**config.mk**
```make
export PLATFORM = sky130hd
export DESIGN_NAME = interrupt_priority_entry_top
export DESIGN_NICKNAME = d
export VERILOG_FILES = /design/src/ipe_pkg.sv /design/src/ipe_ram.sv /design/src/ipe_sel.sv /design/src/interrupt_priority_entry_top.sv
export SDC_FILE = /design/constraint.sdc
export NUM_CORES = 1
export LEC_CHECK = 0
export ABC_CLOCK_PERIOD_IN_PS = 10100
export BUFFER_PORTS_ARGS = -buffer_cell sky130_fd_sc_hd__buf_4
export CORE_MARGIN = 10
export CORE_UTILIZATION = 52
export CTS_CLUSTER_SIZE = 25
export DETAILED_ROUTE_END_ITERATION = 8
export PLACE_DENSITY = 0.75
export SETUP_SLACK_MARGIN = 0.2
export SLEW_MARGIN = 20
export SYNTH_ARGS = -nofsm -noshare
export SYNTH_HDL_FRONTEND = slang
export SYNTH_SLANG_ARGS = --single-unit
export TNS_END_PERCENT = 30
```
**constraint.sdc**
```tcl
create_clock -name clk -period 10.1 [get_ports clk]
set_input_delay 1.01 -clock clk [delete_from_list [all_inputs] [get_ports clk]]
set_output_delay 1.01 -clock clk [all_outputs]
set_load 0.05 [all_outputs]
```
**src/ipe_pkg.sv**
```systemverilog
// shared types, constants and helpers of the interrupt priority entry block
// no dependencies
package ipe_pkg;

	localparam int LINE_COUNT_DEF = 16;
	localparam int PRIO_LINES     = 16;
	localparam int PRIO_WORDS     = 4;
	localparam int CODE_W         = 12;
	localparam int LINE_W         = 4;
	localparam int PRIO_W         = 4;
	localparam int CFG_IDX_W      = 3;
	localparam int CFG_DATA_W     = 32;

	localparam logic [31:0] ENTRY_OFFSET = 32'h0000_0600;
	localparam int SR_BL_BIT = 28;
	localparam int SR_RB_BIT = 29;
	localparam int SR_MD_BIT = 30;
	localparam int SR_FD_BIT = 15;

	// register indexes of the config port
	localparam logic [CFG_IDX_W-1:0] CFG_PRIO_A = 3'd0;
	localparam logic [CFG_IDX_W-1:0] CFG_PRIO_B = 3'd1;
	localparam logic [CFG_IDX_W-1:0] CFG_PRIO_C = 3'd2;
	localparam logic [CFG_IDX_W-1:0] CFG_PRIO_D = 3'd3;
	localparam logic [CFG_IDX_W-1:0] CFG_VBR    = 3'd4;

	typedef enum logic [1:0] {
		ST_IDLE,
		ST_SCAN,
		ST_DRAIN,
		ST_ENTRY
	} ipe_state_t;

	typedef logic [PRIO_WORDS-1:0][15:0] prio_words_t;

	typedef struct packed {
		logic              mode;
		logic [LINE_W-1:0] line;
		logic [CODE_W-1:0] event_in;
		logic [31:0]       cur_pc;
		logic [31:0]       cur_sr;
		logic [31:0]       cur_r15;
		logic              in_delay_slot;
	} ipe_req_t;

	typedef struct packed {
		logic              taken;
		logic [LINE_W-1:0] taken_line;
		logic [CODE_W-1:0] event_out;
		logic [31:0]       next_pc;
		logic [31:0]       next_sr;
		logic [31:0]       saved_pc;
		logic [31:0]       saved_sr;
		logic [31:0]       saved_r15;
	} ipe_rsp_t;

	// one scanned line handed to the selector
	typedef struct packed {
		logic              vld;
		logic [LINE_W-1:0] line;
		logic [PRIO_W-1:0] prio;
		logic [CODE_W-1:0] code;
	} ipe_cand_t;

	// running winner of a scan
	typedef struct packed {
		logic              found;
		logic [PRIO_W-1:0] prio;
		logic [LINE_W-1:0] line;
		logic [CODE_W-1:0] code;
	} ipe_best_t;

	// 4-bit priority of a line below sixteen
	function automatic logic [PRIO_W-1:0] prio_of(input prio_words_t words,
			input logic [LINE_W-1:0] ln);
		logic [15:0] w;
		w = words[ln[3:2]];
		return w[{ln[1:0], 2'b00} +: PRIO_W];
	endfunction

endpackage

```
**src/ipe_ram.sv**
```systemverilog
// generic single-write, single-read ram with registered read data
// no dependencies
module ipe_ram #(
	parameter int WIDTH = 12,
	parameter int DEPTH = 16
) (
	input  logic                                     clk,
	input  logic                                     we,
	input  logic [((DEPTH > 1) ? $clog2(DEPTH) : 1)-1:0] waddr,
	input  logic [WIDTH-1:0]                         wdata,
	input  logic [((DEPTH > 1) ? $clog2(DEPTH) : 1)-1:0] raddr,
	output logic [WIDTH-1:0]                         rdata
);

	logic [WIDTH-1:0] mem [DEPTH];

	always_ff @(posedge clk) begin
		if (we) begin
			mem[waddr] <= wdata;
		end
		rdata <= mem[raddr];
	end

endmodule

```
**src/ipe_sel.sv**
```systemverilog
// priority selector: keeps the best pending line seen during a scan
// depends on ipe_pkg
module ipe_sel (
	input  logic                clk,
	input  logic                arst_n,
	input  logic                clr,
	input  ipe_pkg::ipe_cand_t  cand,
	input  logic [3:0]          imask,
	output ipe_pkg::ipe_best_t  best
);
	import ipe_pkg::*;

	ipe_best_t best_q;
	logic      hit;

	// strictly greater keeps the lowest line on a tie
	assign hit = cand.vld && (cand.prio > imask) && (cand.code != '0) &&
		(!best_q.found || (cand.prio > best_q.prio));

	always_ff @(posedge clk or negedge arst_n) begin
		if (!arst_n) begin
			best_q <= '0;
		end else if (clr) begin
			best_q <= '0;
		end else if (hit) begin
			best_q.found <= 1'b1;
			best_q.prio  <= cand.prio;
			best_q.line  <= cand.line;
			best_q.code  <= cand.code;
		end
	end

	assign best = best_q;

endmodule

```
**src/interrupt_priority_entry_top.sv**
```systemverilog
// top level of the interrupt priority select and entry block
// depends on ipe_pkg, ipe_ram, ipe_sel
//
// channel   | signals                        | handshake
// ----------+--------------------------------+----------------------------------
// request   | start, busy, request           | taken when start && !busy
// result    | done, result                   | one-cycle strobe, no backpressure
// config    | cfg_we, cfg_idx, cfg_wdata     | written when cfg_we, no wait
//
// a raise request or a blocked check (delay slot or SR.BL) answers on the
// next cycle and the block is ready again at once
// a check that scans reads min(LINE_COUNT,16) lines: one pending-code ram
// read per line, a drain state for the last read to reach the selector, an
// entry state that clears the winning line
// reset clears the config registers, the fsm and the per-line valid bits, so
// every line reads as not pending with no clearing pass
// the result cannot be stalled; a new request may enter while done is high
module interrupt_priority_entry_top #(
	parameter int LINE_COUNT = ipe_pkg::LINE_COUNT_DEF
) (
	input  logic                               clk,
	input  logic                               arst_n,
	input  logic                               start,
	output logic                               busy,
	input  ipe_pkg::ipe_req_t                  request,
	input  logic                               cfg_we,
	input  logic [ipe_pkg::CFG_IDX_W-1:0]      cfg_idx,
	input  logic [ipe_pkg::CFG_DATA_W-1:0]     cfg_wdata,
	output logic                               done,
	output ipe_pkg::ipe_rsp_t                  result
);
	import ipe_pkg::*;

	localparam int AW = (LINE_COUNT > 1) ? $clog2(LINE_COUNT) : 1;
	// only lines with a priority nibble can ever win
	localparam int SCAN_LINES = (LINE_COUNT < PRIO_LINES) ? LINE_COUNT : PRIO_LINES;
	localparam logic [AW-1:0] LAST_IDX = AW'(SCAN_LINES - 1);

	// config registers
	prio_words_t prio_q;
	logic [31:0] vbr_q;

	// control
	ipe_state_t state_q, state_d;
	logic [AW-1:0] idx_q;
	logic [LINE_COUNT-1:0] vld_q;
	logic accept, go_raise, go_block, go_scan, in_range;

	// captured check request
	ipe_req_t req_q;

	// read pipeline stage
	logic          scan_s1;
	logic          vld_s1;
	logic [AW-1:0] line_s1;

	// ram ports
	logic              ram_we;
	logic [AW-1:0]     ram_waddr;
	logic [CODE_W-1:0] ram_wdata;
	logic [CODE_W-1:0] ram_rdata;

	ipe_cand_t cand;
	ipe_best_t best;

	// result register
	logic     done_q;
	ipe_rsp_t result_q;
	ipe_rsp_t result_d;

	assign accept   = start && !busy;
	assign go_raise = accept && !request.mode;
	assign go_block = accept && request.mode &&
		(request.in_delay_slot || request.cur_sr[SR_BL_BIT]);
	assign go_scan  = accept && request.mode &&
		!request.in_delay_slot && !request.cur_sr[SR_BL_BIT];
	// raises beyond the last line are dropped
	assign in_range = int'(request.line) < LINE_COUNT;

	// config writes, unknown indexes ignored
	always_ff @(posedge clk or negedge arst_n) begin
		if (!arst_n) begin
			prio_q <= '0;
			vbr_q  <= '0;
		end else if (cfg_we) begin
			case (cfg_idx)
				CFG_PRIO_A: prio_q[0] <= cfg_wdata[15:0];
				CFG_PRIO_B: prio_q[1] <= cfg_wdata[15:0];
				CFG_PRIO_C: prio_q[2] <= cfg_wdata[15:0];
				CFG_PRIO_D: prio_q[3] <= cfg_wdata[15:0];
				CFG_VBR:    vbr_q     <= cfg_wdata;
				default: ;
			endcase
		end
	end

	// fsm state register
	always_ff @(posedge clk or negedge arst_n) begin
		if (!arst_n) begin
			state_q <= ST_IDLE;
		end else begin
			state_q <= state_d;
		end
	end

	// next state and busy
	always_comb begin
		state_d = state_q;
		busy    = (state_q != ST_IDLE);
		case (state_q)
			ST_IDLE: begin
				if (go_scan) begin
					state_d = ST_SCAN;
				end
			end
			ST_SCAN: begin
				if (idx_q == LAST_IDX) begin
					state_d = ST_DRAIN;
				end
			end
			ST_DRAIN: state_d = ST_ENTRY;
			ST_ENTRY: state_d = ST_IDLE;
			default:  state_d = ST_IDLE;
		endcase
	end

	// scan address counter
	always_ff @(posedge clk or negedge arst_n) begin
		if (!arst_n) begin
			idx_q <= '0;
		end else if (go_scan) begin
			idx_q <= '0;
		end else if (state_q == ST_SCAN) begin
			idx_q <= idx_q + AW'(1);
		end
	end

	// check request held for the entry cycle
	always_ff @(posedge clk) begin
		if (go_scan) begin
			req_q <= request;
		end
	end

	// per-line valid bits: a never-written line reads as not pending
	always_ff @(posedge clk or negedge arst_n) begin
		if (!arst_n) begin
			vld_q <= '0;
		end else if (go_raise && in_range) begin
			vld_q[AW'(request.line)] <= 1'b1;
		end
	end

	// write port: raise stores the code, entry clears the winner
	// the two never meet since no request is taken during a scan
	always_comb begin
		if ((state_q == ST_ENTRY) && best.found) begin
			ram_we    = 1'b1;
			ram_waddr = AW'(best.line);
			ram_wdata = '0;
		end else begin
			ram_we    = go_raise && in_range;
			ram_waddr = AW'(request.line);
			ram_wdata = request.event_in;
		end
	end

	ipe_ram #(
		.WIDTH (CODE_W),
		.DEPTH (LINE_COUNT)
	) u_pending (
		.clk   (clk),
		.we    (ram_we),
		.waddr (ram_waddr),
		.wdata (ram_wdata),
		.raddr (idx_q),
		.rdata (ram_rdata)
	);

	// stage that lines up with the registered ram read
	always_ff @(posedge clk or negedge arst_n) begin
		if (!arst_n) begin
			scan_s1 <= 1'b0;
		end else begin
			scan_s1 <= (state_q == ST_SCAN);
		end
	end

	always_ff @(posedge clk) begin
		line_s1 <= idx_q;
		vld_s1  <= vld_q[idx_q];
	end

	assign cand.vld  = scan_s1;
	assign cand.line = LINE_W'(line_s1);
	assign cand.prio = prio_of(prio_q, LINE_W'(line_s1));
	assign cand.code = vld_s1 ? ram_rdata : '0;

	ipe_sel u_sel (
		.clk    (clk),
		.arst_n (arst_n),
		.clr    (go_scan),
		.cand   (cand),
		.imask  (req_q.cur_sr[7:4]),
		.best   (best)
	);

	// result strobe
	always_ff @(posedge clk or negedge arst_n) begin
		if (!arst_n) begin
			done_q <= 1'b0;
		end else begin
			done_q <= go_raise || go_block || (state_q == ST_ENTRY);
		end
	end

	// next result payload: entry fields only when a line wins
	always_comb begin
		result_d = '0;
		if (state_q == ST_ENTRY) begin
			if (best.found) begin
				result_d.taken      = 1'b1;
				result_d.taken_line = best.line;
				result_d.event_out  = best.code;
				result_d.next_pc    = vbr_q + ENTRY_OFFSET;
				result_d.next_sr    = req_q.cur_sr;
				result_d.next_sr[SR_BL_BIT] = 1'b1;
				result_d.next_sr[SR_RB_BIT] = 1'b1;
				result_d.next_sr[SR_MD_BIT] = 1'b1;
				result_d.next_sr[SR_FD_BIT] = 1'b0;
				result_d.saved_pc   = req_q.cur_pc;
				result_d.saved_sr   = req_q.cur_sr;
				result_d.saved_r15  = req_q.cur_r15;
			end else begin
				result_d.next_pc = req_q.cur_pc;
				result_d.next_sr = req_q.cur_sr;
			end
		end else begin
			result_d.next_pc = request.cur_pc;
			result_d.next_sr = request.cur_sr;
		end
	end

	// result payload
	always_ff @(posedge clk) begin
		if (go_raise || go_block || (state_q == ST_ENTRY)) begin
			result_q <= result_d;
		end
	end

	assign done   = done_q;
	assign result = result_q;

endmodule

```
==> run metrics <==
status complete, no violations; GRT Total Usage 0.210; layout cells sized above 1 0.363; drt pass-1 iters 5; cell taking the most area after synthesis edfxtp_1; # H-tree levels 3; Synth Register Bits 623; DR iter-0 viols 1183; Syn Inst Count between 1000 and 1500; CORE AREA 46800 µm²; first-pass GRT wire length 90300 µm; synth unique cells 60; fin util 0.642; sequential area share after synthesis 0.722; Synth Area in Simple Gates 0.0688; hold buffer count at CTS 0; DR vias 14100; synthesized area approximately 25000 µm²; Tot Pwr 10.1 mW; Sw Pwr 3.87 mW; yosys warns 0; WL per Instance 25.2 µm; placed cell count approximately 2300; Rel. slew slack 0.292; Most used DFF post-synth edfxtp_1; Post-synth EDFFs 465; Post-Layout Cell Count roughly 2400; Worst-path clk slew 0.06 ns; Setup WS pre-CTS 5.85 ns; Die H 238 µm; initial antenna violation count 6; combinational fraction of design power 0.368; crit path kind flop to flop; Finished Cell Area roughly 30000 µm²; site row count 79; Detailed Route WL 60800 µm; Final min period 3.68 ns; post-synthesis compound-gate area fraction 0.0312; Clock power frac 0.236; RSZ-0062 raised after global routing false; fin crit share 0.365; clk_lat worst skew 0.61 ns; Top Ports 332; final count of hold timing violations 0; maximum vdd drop 284 µV; routability cong. 0.822; largest net degree at the start of global routing 179; Arrival @ worst endpoint 4.19 ns; vias in the first global route 14300; clk sinks 623; antenna violation net count after detailed routing 0; Syn Area/Cell between 15 and 20 µm²; number of vias per cell 5.83; setup TNS 0 ns; Post-CTS Setup Bufs 0; critical path capture point type flop; post-synthesis mux area share 0.144; worst slew pin tran 1.06 ns; Final Max Tran Viols 0; switch share 0.384; Reg power frac 0.396; nets@finish 1920; asr flop ratio synth 0.226; number of buffers added on ports between 300 and 400; Crit path required time 10.61 ns; max_cap viols 0; CTS tree done; hpwl dp 40900 µm; synthesis-to-layout area growth 21.7%; Power Density around 340 nW/µm²; Max Clock Skew 0.0304 ns; Post-Synth Adder-Cell Area 0.00760; Congestion Overflow GR 0; Initial Util 0.528; P_int 6.21 mW; Synth area leaders edfxtp_1 57%, dfrtp_1 14%, mux2_2 6.0%; HP Class primary input to asynchronous set/reset pin; combinational family with the most area after synthesis multiplexers; Die ar. between 50000 and 60000 µm²; area share of the largest cell type after synthesis 0.566; Root Driver clkbuf_16; crit start category flop; die width roughly 240 µm; xor and xnor area share after synthesis 0.00816; Clock Path Buffers 3; cell area after placement approximately 28000 µm²; Synth Net Count ~1600; drc violations 0; CP max FO 21; hold slack final roughly 0.42 ns; TritonCTS Buffers 66; endpoints failing setup 0; static leakage about 12 nW; Worst Slack Setup Final 6.42 ns; maximum clock frequency ~0.27 GHz; post-CTS sizing 0
## power groups by stage
| stage | clock network, mW | logic, mW | registers, mW |
|---|---|---|---|
| 2_1_floorplan | 0 | 1.48 | 5.12 |
| 3_3_place_gp | 0 | 3.65 | 4.03 |
| 3_5_place_dp | 0 | 3.71 | 4.05 |
| 4_1_cts | 2.42 | 3.71 | 4.01 |
| 5_1_grt | 2.53 | 3.91 | 4.06 |
| 6_report | 2.37 | 3.71 | 3.99 |
## logic make-up (layout without fill, tap and decap cells)
kind of cell / after synthesis / count (layout)
AOI/OAI and AO/OA: 133 / 133
xor gates and xnor gates: 23 / 23
adders and majority gates: 15 / 15
buffers and inverters: 97 / 490
DFF: 623 / 623
muxes: 224 / 224
other: 0 / 2
and+or+nand+nor: 295 / 295
## sequential cells by signal, summed over array words and instances (netlist names), 4 cells and up
register / cells
vbr_q: 32
line_s1: 4
prio_q: 64
result: 177
u_pending.rdata: 12
u_pending.mem: 192
req_q: 96
vld_q: 16
idx_q: 4
u_sel.best: 21
## layout make-up
| cell class | instances | area [µm²] |
|---|---|---|
| clock buffer | 81 | 1750 |
| sequential | 623 | 17800 |
| clock inverter | 38 | 407 |
| inverter | 15 | 56.3 |
| multi-input combinational | 690 | 6510 |
| fill | 3165 | 16700 |
| timing repair buffer | 356 | 2710 |
| antenna | 2 | 5.00 |
| tap | 607 | 759 |
## cell usage in the layout (no fill, tap or decap), types with 3 or more instances in the layout
cell	n
nor3b_1	6
a21o_1	7
dfrtp_1	138
mux4_1	37
clkinv_2	11
nand2b_1	3
o21ai_1	3
clkinv_1	12
xor2_1	11
buf_4	353
clkbuf_1	12
nand3_1	21
nor2_2	6
a21oi_1	58
o22a_1	3
and2_1	12
edfxtp_1	465
nand2_1	21
clkbuf_16	67
mux2_2	131
mux4_2	44
dfxtp_1	16
ha_1	14
a31oi_1	3
nand4_1	18
o21ai_0	35
nor4_1	4
nor2b_1	17
bufinv_16	5
nor3_1	6
mux2i_1	12
xnor2_1	12
inv_1	15
o21bai_1	8
a22oi_1	4
nor2_1	49
and3_1	112
## per-layer routing
| layer | vias up | share of wire | GRT usage |
|---|---|---|---|
| met3 | 83 | 0.077 | 0.0508 |
| met1 | 7196 | 0.41 | 0.276 |
| met5 | - | 0.00072 | 0 |
| met4 | 6 | 0.024 | 0.0705 |
| met2 | 561 | 0.49 | 0.341 |
| li1 | 6205 | - | - |
## worst max-delay path, cell delays in order (launching register included)
cell,delay [ns]
dfxtp_2,0.72
mux4_2,0.58
a22oi_1,0.29
nand3_1,0.21
ha_1,0.34
and4b_1,0.18
a211oi_1,0.36
o21a_1,0.56
o21ai_0,0.15
a21oi_1,0.18
## final timing paths
check / from / end / slack [ns] / depth (start not counted)
max: line_s1[2]$_DFF_P_ / u_sel.best[16]$_DFFE_PN0P_ / 6.42 / 9
min: arst_n / vbr_q[5]$_DFFE_PN0P_ / 0.42 / 1
max reg2reg: line_s1[2]$_DFF_P_ / u_sel.best[16]$_DFFE_PN0P_ / 6.42 / 9
min reg2reg: vld_q[9]$_DFFE_PN0P_ / vld_q[9]$_DFFE_PN0P_ / 0.45 / 1
max in group asynchronous: arst_n / u_sel.best[20]$_DFFE_PN0P_ / 8.25 / 2
min in group clk: vld_q[9]$_DFFE_PN0P_ / vld_q[9]$_DFFE_PN0P_ / 0.45 / 1
## cell usage after synthesis, drive strengths merged, types with 2 or more instances
library cell and instances:
xor2 11, dfxtp 17, a31o 2, a21o 7, nand4b 2, inv 15, a21oi 58, o21bai 9
nor3 7, nor2 55, o21ai 39, mux4 81, nand2 22, nor3b 6, mux2 131, mux2i 12
xnor2 12, nor4bb 2, nand4 19, and4 2, nor4 6, nand2b 3, nor2b 18, and3 113
ha 15, dfrtp 141, nand3 21, a211oi 2, a22oi 4, a31oi 3, clkbuf 62, and2 12
edfxtp 465, o22a 3, buf 20
Power figures use the tool's default switching activity.
